### config.mk
export PLATFORM = sky130hd
export DESIGN_NAME = kce_ram
export DESIGN_NICKNAME = d
export VERILOG_FILES = /design/src/rtl/kmeans_cluster_engine_defines.svh /design/src/rtl/kce_ram.sv
export SDC_FILE = /design/constraint.sdc
export NUM_CORES = 1
export LEC_CHECK = 0
export ABC_AREA = 1
export BUFFER_PORTS_ARGS = -buffer_cell sky130_fd_sc_hd__buf_2
export CAP_MARGIN = 20
export CORE_ASPECT_RATIO = 1.25
export CORE_MARGIN = 10
export CORE_UTILIZATION = 65
export DETAILED_ROUTE_END_ITERATION = 8
export PLACE_DENSITY = 0.89
export SYNTH_ARGS = -nofsm -noshare
export SYNTH_HDL_FRONTEND = slang
export SYNTH_SLANG_ARGS = --single-unit
### constraint.sdc
create_clock -name clk -period 2.25 [get_ports clk]
set_input_delay 0.225 -clock clk [delete_from_list [all_inputs] [get_ports clk]]
set_output_delay 0.225 -clock clk [all_outputs]
set_load 0.03 [all_outputs]
### src/rtl/kmeans_cluster_engine_defines.svh
// assertion macros for the k-means cluster engine
`ifndef KMEANS_CLUSTER_ENGINE_DEFINES_SVH
`define KMEANS_CLUSTER_ENGINE_DEFINES_SVH

// same-cycle implication, checked on every rising clock edge outside reset
`define KCE_ASSERT_NOW(label, ante, cons, msg) \
  label: assert property (@(posedge clk) disable iff (rst) (ante) |-> (cons)) else $error(msg);

// next-cycle implication
`define KCE_ASSERT_NEXT(label, ante, cons, msg) \
  label: assert property (@(posedge clk) disable iff (rst) (ante) |=> (cons)) else $error(msg);

`endif

### src/rtl/kce_ram.sv
module kce_ram #(
  parameter int WIDTH = 8,
  parameter int DEPTH = 16
) (
  input  logic                     clk,
  input  logic                     we,
  input  logic [$clog2(DEPTH)-1:0] waddr,
  input  logic [WIDTH-1:0]         wdata,
  input  logic [$clog2(DEPTH)-1:0] raddr,
  output logic [WIDTH-1:0]         rdata
);

  logic [WIDTH-1:0] mem [DEPTH];

  // one write port, registered read port
  always_ff @(posedge clk) begin
    if (we) begin
      mem[waddr] <= wdata;
    end
    rdata <= mem[raddr];
  end

endmodule

# [Yosys cells after proc, flatten, opt, wreduce, memory -nomap -nowiden]
# Memories as Yosys holds them, arrays and structs flattened. A register that Yosys moved wholly into a read port is not among the register bits.
# Cells that the tools add are included.
# W data, S select, Z words.
[word_totals] regBits=0 output_inout_bits=8 mem_count=1 ram_bits=128 inputBits=18
[classes] mux=2
[memory_table] memory="mem" depth=16 word_bits=8 rd=1 rd_clocked_by_memory_dff=1 write_ports=1 line_no="kce_ram.sv:13" source="logic [WIDTH-1:0] mem [DEPTH];"
[op_table] operator="$mux W1" n=2

# [Depth between registers and ports, before layout]
[logic_depth] word_depth=2 ltp_mapped=8 ltp_nobuf=7

# [Worst setup path before layout]
# Ideal clock, no wire load.
[synth_timing] kind="input port to flip-flop" start="input port waddr[2]" end="memory mem[10][0], enable pin" cell_stages=2 slack_ns=1.074 t_arrival_ns=0.806 path_buffers=0 cell_sequence="nand3b_1 -> nor2_1"
[synth_rtl] element="start: declaration" line_no="kce_ram.sv:7" source="input logic [$clog2(DEPTH)-1:0] waddr,"
[synth_rtl] element="end: declaration" line_no="kce_ram.sv:13"
# No word-level cell before the write port.

# [Final worst setup path]
[layout_timing] start="register rdata[7] (read register of mem)" end="output port rdata[7]"
[layout_rtl] element="start: declaration" line_no="kce_ram.sv:10" source="output logic [WIDTH-1:0] rdata"
# No word-level cell between the ends.

==> summary.md <==
| Metric | Value |
|---|---|
| Largest net degree at the start of global routing | 65 |
| Cells along the critical path | buf_2 |
| Grt ovf | 0 |
| Antenna Violating Nets Remaining | 0 |
| Synthesis-to-finish area growth | 13.8% |
| Max-slew violations | 0 |
| Global-route wire length before repair | 22.3 mm |
| Peak VDD IR | 0.729 mV |
| CTS max path bufs | 2 |
| CTS Buf Count | 17 |
| CTS resizes | 0 |
| Cell count after synthesis | 551 |
| Clk pin slew, worst setup/hold paths | 0.06 ns |
| Post-Syn Area | 5770 sq um |
| DIE AREA | 13100 sq um |
| Slew HR | 41.4% |
| Critical path's slowest cell | dfxtp_1 |
| Global Route met1 Usage | 26.5% |
| Worst path bufs/invs | 1 |
| TritonCTS clock tree | built |
| Starting DRT DRC Count | 654 |
| Setup Buffers After CTS | 0 |
| Worst-margin pin slew | 0.876 ns |
| Initial Utilization | 66.6% |
| Fin Setup TNS | 0 ns |
| Leading cell type in the layout, fill and taps excluded | nand2_1 |
| FMAX | 774 MHz |
| Grt met3 use | 5.34% |
| Port buffer count | 25 |
| Critical Path AT | 1.07 ns |
| Antenna violations before repair | 0 |
| Via density | 5.77 |
| Nets | 599 |
| Outcome | completed |
| H-tree levels | 4 |
| CP max stage delay | 0.33 ns |
| RSZ-0062 raised after global routing | false |
| Avg Cell Area, Syn | 10.5 sq um |
| Syn_nets | 569 |
| Tcrit/Tclk final | 57.4% |
| Minimum clock period | 1.29 ns |
| Layout Utilization | 75.8% |
| Filler cells | 505 |
| WL final | 14.0 mm |
| Num rows | 38 |
| DP HPWL | 7.91 mm |
| GR Util met2 | 35.6% |
| Highest-count cells in the layout ignoring fill and taps | nand2_1 (173), edfxtp_1 (128), inv_1 (100) |
| Top Usage Layer GRT | met2 |
| Total power | 6.03 mW |
| Worst endpoint required time | 2.03 ns |
| Total area of sequential cells | 4000 sq um |
| Area of the multi-input gates | 1210 sq um |
| Final Hold Vio Count | 0 |
| Critical Path Start Type | flip-flop |
| Critical path fanouts, max | 1 |
| Root buffer cell | clkbuf_8 |
| IO Pins | 26 |
| Die Wd | 104 um |
| Initial DRT Pass Iterations | 5 |
| Seq/Total Area, Yosys | 69.4% |
| PD cells | 918 nW/um^2 |
| Worst Clk Skew | 0.00372 ns |
| Inserted Diodes | 0 |
| Die Ht | 125 um |
| Clk_lat worst skew | 0.53 ns |
| WL/cell | 19.5 um |
| Core Box Area | 8650 sq um |
| P_leak | 2.85 nW |
| Vias in the first global route | 4191 |
| Family with the most delay on the worst path | flip-flops |
| CTS sink cnt | 136 |
| Via count | 4118 |
| Max-Cap Viols | 0 |
| Distinct cell type count after synthesis | 12 |
| Share of layout cells above drive strength 1 | 11.1% |
| # hold bufs at CTS | 0 |
| Final Setup Violations | 0 |
| Ys Warns | 0 |
| Worst Path Class, Setup | reg2out |
| Total Routing Usage GR | 22.0% |
| DRC | 0 |
| RePlAce Congestion | 0.841 |
| Hold Crit Class | in2reg |
| Nature of the critical path endpoint | primary output |
| Yosys reg bits | 136 |
[worst min-delay path, stage by stage]
cell	delay, ns
buf_2	0.17
nand3_1	0.10
nand2_1	0.06
[final cells by class]
cell class / count / share of cell area (%)
clock buffer: 17 / 6.31
clock inverter: 15 / 2.80
inverter: 102 / 5.84
multi-input combinational: 289 / 18.5
sequential: 136 / 61.0
tap: 120 / 2.29
timing repair buffer: 35 / 3.24
[sequential cells by signal, indices dropped and copies added (netlist names)]
name	flops
rdata	8
mem	128
[routing by layer]
layer / share of wire [%] / up-vias
met5: 0 / -
met4: 4.8 / 0
met3: 12 / 56
met2: 48 / 338
met1: 35 / 1896
li1: - / 1828
[report_power, final]
| group | switching [mW] | leakage, nW | internal, mW |
|---|---|---|---|
| Clock | 1.02 | 0.278 | 1.78 |
| Sequential | 0.0176 | 1.22 | 2.83 |
| Combinational | 0.285 | 1.35 | 0.0962 |
[synthesized netlist by cell type]
library cell | n | area share, %
edfxtp_1 | 128 | 67
inv_1 | 100 | 6.5
dfxtp_1 | 8 | 2.8
buf_6 | 6 | 1.2
buf_4 | 4 | 0.52
buf_1 | 1 | 0.065
nand2_1 | 173 | 11
nand3b_1 | 2 | 0.26
nor2_1 | 17 | 1.1
inv_2 | 2 | 0.13
nand3_1 | 97 | 8.4
buf_2 | 13 | 1.1
[cell families after synthesis]
| group | share of synthesized area [%] |
|---|---|
| AND/OR/NAND/NOR | 21.0 |
| flip-flops | 69.4 |
| buffers and inverters | 9.52 |
[final timing paths]
| check | start | end | slack (ns) | depth (start not counted) |
|---|---|---|---|---|
| max | rdata[7]$_DFF_P_ | rdata[7] | 0.96 | 1 |
| max reg2reg | mem[3][2]$_DFFE_PP_ | rdata[2]$_DFF_P_ | 1.07 | 6 |
| min | raddr[3] | rdata[2]$_DFF_P_ | 0.07 | 3 |
| min reg2reg | mem[12][5]$_DFFE_PP_ | rdata[5]$_DFF_P_ | 0.69 | 6 |
[through the flow]
step	std cells	instance area, sq um	setup WS (ns)	hold WS [ns]
after floorplan	551	5770	1.07	0.324
after global placement	682	5960	0.684	0.590
after detailed placement	682	5960	0.661	0.600
after CTS	714	6560	0.932	0.0494
after global routing	714	6560	0.916	0.0588
final	714	6560	0.959	0.0745
No activity file was read; power rests on OpenSTA's default activity.
