<file path="src/rtl/kmeans_cluster_engine_defines.svh">
// assertion macros for the k-means cluster engine
`ifndef KMEANS_CLUSTER_ENGINE_DEFINES_SVH
`define KMEANS_CLUSTER_ENGINE_DEFINES_SVH

// same-cycle implication, checked on every rising clock edge outside reset
`define KCE_ASSERT_NOW(label, ante, cons, msg) \
  label: assert property (@(posedge clk) disable iff (rst) (ante) |-> (cons)) else $error(msg);

// next-cycle implication
`define KCE_ASSERT_NEXT(label, ante, cons, msg) \
  label: assert property (@(posedge clk) disable iff (rst) (ante) |=> (cons)) else $error(msg);

`endif

</file>
<file path="src/rtl/kce_pkg.sv">
package kce_pkg;

  // data set limits
  localparam int MAX_POINTS   = 64;
  localparam int MAX_CLUSTERS = 8;
  localparam int PT_W         = $clog2(MAX_POINTS);
  localparam int CL_W         = $clog2(MAX_CLUSTERS);
  localparam int STORE_DEPTH  = MAX_POINTS * MAX_CLUSTERS;
  localparam int SA_W         = $clog2(STORE_DEPTH);
  localparam int CENT_DEPTH   = MAX_CLUSTERS * MAX_CLUSTERS;
  localparam int CA_W         = $clog2(CENT_DEPTH);

  // field widths
  localparam int COORD_W = 16;
  localparam int CENT_W  = 32;
  localparam int SUM_W   = 48;
  localparam int CNT_W   = 7;

  // divider
  localparam int DIV_W     = 40;
  localparam int DIV_CNT_W = $clog2(DIV_W);

  // configuration register indexes
  localparam int CFG_IDX_W = 3;
  localparam logic [CFG_IDX_W-1:0] REG_POINT_COUNT   = 3'd0;
  localparam logic [CFG_IDX_W-1:0] REG_CLUSTER_COUNT = 3'd1;
  localparam logic [CFG_IDX_W-1:0] REG_RESTART_COUNT = 3'd2;
  localparam logic [CFG_IDX_W-1:0] REG_RNG_SEED      = 3'd3;
  localparam logic [CFG_IDX_W-1:0] REG_PASS_LIMIT    = 3'd4;

  typedef struct packed {
    logic             start;
    logic [DIV_W-1:0] dividend;
    logic [CNT_W-1:0] divisor;
  } div_req_t;

  typedef struct packed {
    logic             done;
    logic             busy;
    logic [DIV_W-1:0] quot;
    logic [CNT_W-1:0] rem;
  } div_rsp_t;

endpackage

</file>
<file path="src/rtl/kce_div.sv">
module kce_div (
  input  logic              clk,
  input  logic              rst,
  input  kce_pkg::div_req_t req,
  output kce_pkg::div_rsp_t rsp
);

  logic                              busy;
  logic                              done;
  logic [kce_pkg::DIV_CNT_W-1:0]     cnt;
  logic [kce_pkg::DIV_W-1:0]         quot;
  logic [kce_pkg::CNT_W-1:0]         rem;
  logic [kce_pkg::CNT_W-1:0]         den;
  logic [kce_pkg::CNT_W:0]           trial;
  logic [kce_pkg::CNT_W:0]           diff;
  logic                              ge;

  // one restoring step per cycle
  assign trial = {rem, quot[kce_pkg::DIV_W-1]};
  assign diff  = trial - {1'b0, den};
  assign ge    = trial >= {1'b0, den};

  always_ff @(posedge clk) begin
    if (rst) begin
      busy <= 1'b0;
      done <= 1'b0;
    end else if (req.start) begin
      quot <= req.dividend;
      den  <= req.divisor;
      rem  <= '0;
      cnt  <= '0;
      busy <= 1'b1;
      done <= 1'b0;
    end else if (busy) begin
      rem  <= ge ? diff[kce_pkg::CNT_W-1:0] : trial[kce_pkg::CNT_W-1:0];
      quot <= {quot[kce_pkg::DIV_W-2:0], ge};
      cnt  <= cnt + 1'b1;
      if (cnt == kce_pkg::DIV_CNT_W'(kce_pkg::DIV_W - 1)) begin
        busy <= 1'b0;
        done <= 1'b1;
      end
    end else begin
      done <= 1'b0;
    end
  end

  assign rsp.done = done;
  assign rsp.busy = busy;
  assign rsp.quot = quot;
  assign rsp.rem  = rem;

endmodule

</file>
<file path="config.mk">
export PLATFORM = sky130hd
export DESIGN_NAME = kce_div
export DESIGN_NICKNAME = d
export VERILOG_FILES = /design/src/rtl/kmeans_cluster_engine_defines.svh /design/src/rtl/kce_pkg.sv /design/src/rtl/kce_div.sv
export SDC_FILE = /design/constraint.sdc
export NUM_CORES = 1
export LEC_CHECK = 0
export ABC_AREA = 1
export BUFFER_PORTS_ARGS = -buffer_cell sky130_fd_sc_hd__buf_4
export CAP_MARGIN = 20
export CORE_ASPECT_RATIO = 0.9
export CORE_UTILIZATION = 45
export CTS_CLUSTER_DIAMETER = 40
export DETAILED_ROUTE_END_ITERATION = 10
export MAX_ROUTING_LAYER = met4
export PLACE_DENSITY = 0.78
export SYNTH_ARGS = -nofsm -noshare
export SYNTH_HDL_FRONTEND = slang
export SYNTH_SLANG_ARGS = --single-unit
</file>
<file path="constraint.sdc">
create_clock -name clk -period 12.4 [get_ports clk]
set_clock_uncertainty 0.05 [all_clocks]
set_input_delay 2.48 -clock clk [delete_from_list [all_inputs] [get_ports clk]]
set_output_delay 2.48 -clock clk [all_outputs]
set_load 0.005 [all_outputs]
</file>
# Word-level counts from Yosys, hierarchy flattened
# Cells that the tools add are included.
# W data, S select, Z words.
# totals
regBits	62
in_bits	50
out_inout_bits	49
wordCells	24
# op_classes
addsub	2
order_cmp	1
eq_ne	1
muxes	8
bitwise	2
reduce_logical	4
# op_table
operator	n
$mux W40	2
$mux W7	2
$ge A8 B7 Y1	1
$sub A7 B7 Y7	1
$add A6 B1 Y6 const B	1
$eq A6 B6 Y1 const B	1
$mux W6	1
$reduce_and A2 Y1	2
$mux W1	3
$reduce_or A3 Y1	1
$not A1 Y1	2
$reduce_bool A2 Y1	1

# Logic depth before layout (Yosys ltp)
# Gate-level depths: netlist of run 1.
# logic_depth
ltp_word	4
depth_mapped	12
ltp_nobuf	12

# Least setup slack after synthesis of run 1
# OpenSTA, ideal clock, no wires.
# synth_timing
kind	input port to flip-flop
startpoint	input port req[47] in the netlist's numbering
endpoint	register cnt[0] in the netlist's numbering (enable)
setup_time_ns	0.482
arrival_time_ns	5.281
t_required_ns	11.868
slack_ns	6.588
stages	3
path_buffers	1
cell_sequence	inv_2 clkbuf_1 a21oi_1
# synth_between
elab_chain_len	2
# synth_lines
item	line	source
start: declaration	kce_div.sv:4	input kce_pkg::div_req_t req,
$reduce_bool A2 Y1 (no source line)	--	
$reduce_and A2 Y1 (no source line)	--	
end signal: assignment	kce_div.sv:37	cnt <= cnt + 1'b1;
end: declaration	kce_div.sv:10	logic [kce_pkg::DIV_CNT_W-1:0] cnt;
# Every way passes these cells.
# A chain may end at the register's enable or synchronous reset.

# Final worst setup path of run 1
# layout_timing
startpoint	input port req[47] in the netlist's numbering
endpoint	register quot[34] in the netlist's numbering (enable)
# layout_between
elab_chain_len	2
# layout_lines
item	line	source
$reduce_bool A2 Y1 (no source line)	--	
$reduce_and A2 Y1 (no source line)	--	
end signal: assignment	kce_div.sv:28	quot <= req.dividend;
end signal: assignment	kce_div.sv:36	quot <= {quot[kce_pkg::DIV_W-2:0], ge};
end: declaration	kce_div.sv:11	logic [kce_pkg::DIV_W-1:0] quot;
# Every way passes these cells.

==> reports/results.ini, run 1 <==
[pwr]
p_leak_nw=1.95
peakVddDrop_uv=60.9
power_density_nw_per_um2=125

[placement]
place_ws_ps=7590
placed_cell_area_um2=3860
routabilityCongestion=0.836
dp_hpwl_mm=4.73
io_buffers=98

[grt]
grt-ovfl-total=0
grt_pass1_wl_mm=10.4
grt_usage=0.204
grt_max_degree=52
grt_pass1_vias=2391
antenna_found_initial=0

[cells_and_area]
postLayoutCoreUtil=0.610
antennaDiodeCount=0
layout-drive-gt1-share=0.271
area_growth_pct=31.5
fin_nets=494
stdcell_area_um2=4020

[sta]
setup_viol_count_final=0
tightest_slew_ps=799
max_slew_margin=0.466
drv_slew=0
finalCriticalPeriod_ps=4450
final-hold-violation-count=0
tns_ps=0
finalWorstSetupSlack_ps=7950
min_period_over_period=0.359
rsz0062_at_grt=false
fmax_mhz=225

[yosys]
netlist_instances=338
postSynthNetCount=397
synthFlopType=edfxtp_1
synth_common_cells=nand2_1, edfxtp_1, inv_1
ys_seq_area_frac=0.603
netlist_area_um2=3060
synth_cell_types=24
synth.most_common_cell=nand2_1
ys_async_sr_fraction=0
synth_top_area_frac=0.589
synth-seq-cells=62
avgSynthCellArea_um2=9.04
yosys_warnings=0
synth-edff-count=60
synthTopCellsByArea=edfxtp_1, nand2_1, inv_1
yosys.area.top_type=edfxtp_1

[clock_tree]
cts_resized=0
cts_max_level=3
clk_pin_slew_ps=60
post_cts_buffers=0
ctsRootBufferMaster=clkbuf_8
numCtsBuffers=9
cts_buffer_depth=2
clock_sinks=62
cts_hold_buf=0
insertion_delay_ps=340
cts_tree=built

[routing]
num_vias=2485
drc=0
wire_per_inst_um=12.2
ant_nets=0
wl_mm=6.45
drtIter0Drc=120
viasPerCell=4.70
drt_pass1_iterations=4

[floorplanning]
die_area_um2=7130
core_um2=6590
die_y_um=80.2
rows=28
num_io_pins=99
die_w_um=88.9
start_util=0.464

[setup_path]
start_kind=input port
crit_path_max_fanout=51
critPathCaptureType=flip-flop
critPathKind=in2reg
arrival_ps=4380
critPathRequiredTime_ps=12330

[worst_hold_path]
hold_class=reg2reg

[run_status]
outcome=complete, no violations

[run]
maxCapViolCount=0

## power by group
| part | internal, mW | switching (mW) | total (mW) |
|---|---|---|---|
| Sequential | 0.251 | 0.0103 | 0.262 |
| Clock | 0.0698 | 0.0747 | 0.145 |
| Combinational | 0.0457 | 0.0520 | 0.0977 |
## cells in the final DEF (no fill, tap or decap), types with 4 or more instances in the layout
| master | n |
|---|---|
| edfxtp_1 | 60 |
| a21oi_1 | 4 |
| buf_4 | 99 |
| nand2_1 | 157 |
| nor2_1 | 24 |
| clkbuf_8 | 9 |
| inv_1 | 33 |
| ha_1 | 8 |
| clkinv_2 | 4 |
| nand4_1 | 4 |
| nand3_1 | 14 |
| nor3_1 | 4 |
## logic make-up (layout without fill, tap and decap cells)
family | after synthesis | in the layout | synth area share
AO/OA/AOI/OAI | 10 | 10 | 0.0205
AND/OR/NAND/NOR | 207 | 207 | 0.270
adder cells (fa/ha/maj) | 9 | 9 | 0.0393
buffers and inverters | 48 | 149 | 0.0622
flip-flops | 62 | 62 | 0.603
XOR/XNOR | 2 | 2 | 0.00573
## metal layers
metal  vias to the layer above  GRT usage  routed length, µm
met4                         0     0.0726                 33
li1                       1272          -                  -
met3                         2     0.0586                440
met5                         -          -                  0
met1                      1117      0.253               2920
met2                        94      0.318               3060
## layout make-up
| cell class | count | area, µm² |
|---|---|---|
| flip-flops and latches | 62 | 1840 |
| well taps | 90 | 113 |
| multi-input cells | 228 | 1040 |
| inverters | 35 | 131 |
| fillers | 596 | 2570 |
| clock buffers | 10 | 128 |
| clock inverters | 5 | 27.5 |
| repair buffers | 99 | 743 |
## stage by stage
step           power [mW]  instances  hold slack, ps
6_report            0.504        529             500
5_1_grt             0.530        529             505
4_1_cts             0.508        529             494
3_5_place_dp        0.363        514             484
3_3_place_gp        0.360        514             462
2_1_floorplan       0.319        338             419
## flip-flops by register name, summed over array words and instances (netlist names)
| register | count |
|---|---|
| busy | 1 |
| cnt | 6 |
| den | 7 |
| done | 1 |
| quot | 40 |
| rem | 7 |
## worst max-delay path, cell delays in order
cell	delay, ps
buf_4	370
inv_2	440
a21oi_4	540
buf_4	510
## final timing paths
check	startpoint	endpoint	slack, ps	cells past startpoint
hold reg to reg	done	done	500	2
hold / removal	done	done	500	2
setup / recovery	req[47]	quot[34]	7950	4
setup reg to reg	quot[39]	rem[3]	10280	12
Power figures use the tool's default switching activity.
==> run 2, diff against run 1 <==
==> constraint.sdc (replaced) <==
create_clock -name clk -period 4.6 [get_ports clk]
set_clock_uncertainty 0.05 [all_clocks]
set_input_delay 0.92 -clock clk [delete_from_list [all_inputs] [get_ports clk]]
set_output_delay 0.92 -clock clk [all_outputs]
set_load 0.005 [all_outputs]
==> reports/results.ini, run 2 (synthesis gave the netlist of run 1 again) <==
[run_status]
outcome=complete, no violations

[routing]
viasPerCell=4.69
drtIter0Drc=123
ant_nets=0
wl_mm=6.46
num_vias=2485
wire_per_inst_um=12.2
drc=0
drt_pass1_iterations=4

[sta]
rsz0062_at_grt=false
drv_slew=0
finalCriticalPeriod_ps=2890
tns_ps=0
setup_viol_count_final=0
fmax_mhz=346
max_slew_margin=0.468
tightest_slew_ps=797
worst_hold_slack_ps=500
final-hold-violation-count=0
finalWorstSetupSlack_ps=1710
min_period_over_period=0.629

[worst_hold_path]
hold_path_startpoint=quot[14]
hold_class=reg2reg

[cells_and_area]
layout_common_cells=nand2_1, buf_4, edfxtp_1, inv_1, nor2_1
area_growth_pct=33.1
antennaDiodeCount=0
final_common_cell=nand2_1
fillers=593
regMostFlops=quot
layout-drive-gt1-share=0.266
largest_registers=quot (40), den (7), rem (7)
fin_nets=494
largest_reg_flops=40

[setup_path]
startpoint=req[47]
critPathCaptureType=flip-flop
start_kind=input port
arrival_ps=2810
critical-path-top-delay-family=buffers and inverters
cp_slowest_cell=a21oi_4
crit_top_cell=buf_4
critPathKind=in2reg
crit_path_cell_trace=buf_4 -> inv_2 -> a21oi_4 -> buf_4
crit_path_max_fanout=51
timing.rr.start=quot[39]
path_buf_inv=3
critPathRequiredTime_ps=4520
crit_path_max_incr_delay_ps=540

[clock_tree]
cts_tree=built
ctsRootBufferMaster=clkbuf_8
cts_buffer_depth=2
cts_resized=0
clk_pin_slew_ps=60
numCtsBuffers=9
cts_hold_buf=0
post_cts_buffers=0
insertion_delay_ps=330
cts_max_level=3
clock_sinks=62

[grt]
grt_use_met3=0.0462
use_met2=0.315
grt-ovfl-total=0
grt_max_degree=52
grt_pass1_vias=2380
busiest_layer=met2
grt_usage=0.200
antenna_found_initial=0
met1_usage=0.250
grt_pass1_wl_mm=10.3

[pwr]
p_leak_nw=1.98
power_density_nw_per_um2=360
peakVddDrop_uv=178

[placement]
io_buffers=98
place_ws_ps=1340
dp_hpwl_mm=4.77
routabilityCongestion=0.836

[floorplanning]
rows=28
num_io_pins=99
core_um2=6590
start_util=0.464
die_area_um2=7130
die_w_um=88.9
die_y_um=80.2

[run]
maxCapViolCount=0

-- run 2: cell count changes in the layout (fill, tap and decap cells not counted) --
cell and change:
bufinv_16 +2, clkinv_2 -3, clkinvlp_4 -1, clkinv_1 +3
-- run 2: layout make-up --
cell class,instances,area [µm²],area share
clock buffers,10,128,0.0314
clock inverters,6,76.3,0.0188
inverters,35,131,0.0323
multi-input cells,228,1040,0.255
flip-flops and latches,62,1840,0.453
well taps,90,113,0.0277
repair buffers,99,743,0.183
-- run 2: power breakdown --
| group | total (mW) | switching [mW] | leakage [nW] | internal (mW) |
|---|---|---|---|---|
| Sequential | 0.705 | 0.0278 | 0.596 | 0.677 |
| Combinational | 0.263 | 0.140 | 1.28 | 0.123 |
| Clock | 0.496 | 0.197 | 0.103 | 0.299 |
-- run 2: path summary, 6_finish.rpt --
path	cells after the start	slack (ps)	endpoint
setup / recovery	4	1710	quot[36]
hold / removal	2	500	quot[15]
hold reg to reg	2	500	quot[15]
setup reg to reg	12	2520	rem[3]
-- run 2: routing by layer --
layer | up-vias | wire length (µm)
li1 | 1272 | -
met1 | 1104 | 2860
met2 | 99 | 3060
met3 | 10 | 439
met4 | 0 | 95
met5 | - | 0
-- run 2: per-stage QoR --
step,area [µm²],util,cells,power [mW]
after floorplan,3060,-,338,0.861
after global placement,3860,0.587,514,0.971
after detailed placement,3860,0.587,514,0.980
after CTS,4070,0.618,530,1.47
after global routing,4070,0.618,530,1.53
final,4070,0.618,530,1.46
-- run 2: worst reg2reg max path: stages, from the launching register on --
cell and delay (ps):
edfxtp_1 360, inv_1 70, ha_1 230, fa_1 420
inv_1 90, nand2_1 50, nand2_1 70, nand2_1 80
nand2_1 70, nand2_1 160, nand3_1 120, nand2_1 60
nor2_1 120
==> run 3, diff against run 2 <==
--- a/config.mk
+++ b/config.mk
@@ -13,7 +13,7 @@
 export CTS_CLUSTER_DIAMETER = 40
 export DETAILED_ROUTE_END_ITERATION = 10
 export MAX_ROUTING_LAYER = met4
-export PLACE_DENSITY = 0.78
+export PLACE_DENSITY = 0.81
 export SYNTH_ARGS = -nofsm -noshare
 export SYNTH_HDL_FRONTEND = slang
 export SYNTH_SLANG_ARGS = --single-unit
==> constraint.sdc (replaced) <==
create_clock -name clk -period 2.5 [get_ports clk]
set_clock_uncertainty 0.05 [all_clocks]
set_input_delay 0.5 -clock clk [delete_from_list [all_inputs] [get_ports clk]]
set_output_delay 0.5 -clock clk [all_outputs]
set_load 0.005 [all_outputs]
==> reports/results.ini, run 3 (synthesis gave the netlist of run 1 again) <==
[run_status]
outcome=complete, no violations

[grt]
grt_max_degree=51
antenna_found_initial=0
grt-ovfl-total=0
grt_pass1_wl_mm=10.7
grt_pass1_vias=2292
grt_usage=0.211

[cells_and_area]
layout-drive-gt1-share=0.279
area_growth_pct=34.4
final_common_cell=nand2_1
fin_nets=498
stdcell_area_um2=4110
largest_reg_flops=40
largest_registers=quot (40), den (7), rem (7)
regMostFlops=quot
antennaDiodeCount=0
layout_common_cells=nand2_1, buf_4, edfxtp_1, inv_1, nor2_1

[pwr]
power_switching_mw=0.711
peakVddDrop_uv=456
p_leak_nw=2.00
p_int_mw=2.03
pwr-share-comb=0.180
power.share.clock=0.347
power_frac_seq=0.473
power_density_nw_per_um2=667
switching_share=0.260

[clock_tree]
clk_pin_slew_ps=70
numCtsBuffers=9
cts_buffer_depth=2
post_cts_buffers=0
insertion_delay_ps=340
cts_max_level=3
clock_sinks=62
cts_tree=built
cts_hold_buf=0
ctsRootBufferMaster=clkbuf_8
cts_resized=0

[routing]
viasPerCell=4.75
drt_pass1_iterations=4
drtIter0Drc=132
wire_per_inst_um=12.8
wl_mm=6.83
drc=0
ant_nets=0
num_vias=2539

[floorplanning]
die_w_um=88.9
die_area_um2=7130
rows=28
start_util=0.464
num_io_pins=99
die_y_um=80.2
core_um2=6590

[sta]
max_slew_margin=0.669
finalWorstSetupSlack_ps=431
setup_viol_count_final=0
finalCriticalPeriod_ps=2070
tightest_slew_ps=496
fmax_mhz=483
rsz0062_at_grt=false
min_period_over_period=0.828
drv_slew=0
final-hold-violation-count=0
tns_ps=0

[setup_path]
crit_top_cell=nand2_1
crit_path_cell_trace=inv_1 -> ha_1 -> fa_1 -> inv_1 -> nand2_1 -> nand2_1 -> nand2_1 -> nand2_1 -> nand2_1 -> nand3_1 -> nand2_1 -> nor2_1
cp_slowest_cell=fa_1
crit_path_max_incr_delay_ps=410
crit_path_max_fanout=7
critPathRequiredTime_ps=2640
critPathCaptureType=flip-flop
start_kind=flip-flop
arrival_ps=2210
critPathKind=reg2reg

[placement]
placed_cell_area_um2=3890
io_buffers=98
routabilityCongestion=0.892
place_ws_ps=439
dp_hpwl_mm=4.98

[run]
maxCapViolCount=0

[worst_hold_path]
hold_class=in2reg

## run 3: routing by layer
layer | track usage | vias up | routed length (µm) | part of all wire
li1 | - | 1281 | - | -
met1 | 0.273 | 1159 | 3100 | 0.45
met2 | 0.318 | 90 | 3220 | 0.47
met3 | 0.0647 | 9 | 413 | 0.060
met4 | 0.0694 | 0 | 100 | 0.015
met5 | - | - | 0 | 0
## run 3: cell type report
type	instances	area [µm²]
tap	90	113
timing repair buffer	103	773
sequential	62	1840
inverter	35	131
fill	576	2480
clock inverter	7	88.8
multi-input combinational	228	1040
clock buffer	9	124
## run 3: metrics by stage
stage	hold slack (ps)	total power [mW]	utilization	cells
CTS	271	2.76	0.624	534
floorplan	419	1.58	-	338
detailed placement	461	1.81	0.591	518
global route	266	2.87	0.624	534
finish	281	2.74	0.624	534
global placement	460	1.79	0.591	518
## run 3: path summary, 6_finish.rpt
kind / startpoint / end / cells after the start / slack (ps)
worst max-delay path: quot[39] / rem[2] / 12 / 430
worst min-delay path: req[4] / den[4] / 1 / 280
worst max register to register: quot[39] / rem[2] / 12 / 430
worst min register to register: done / done / 2 / 480
## run 3: power groups by stage
| stage | Sequential (mW) | Combinational, mW | Clock (mW) |
|---|---|---|---|
| 2_1_floorplan | 1.31 | 0.272 | 0 |
| 3_3_place_gp | 1.31 | 0.478 | 0 |
| 3_5_place_dp | 1.32 | 0.497 | 0 |
| 4_1_cts | 1.30 | 0.498 | 0.966 |
| 5_1_grt | 1.30 | 0.556 | 1.01 |
| 6_report | 1.30 | 0.495 | 0.950 |
## run 3: critical path: cells and delay by family (launching register included)
kind	cells	cell delay [ps]
buffers and inverters	2	150
adders and majority gates	2	630
and+or+nand+nor	8	740
DFF	1	350
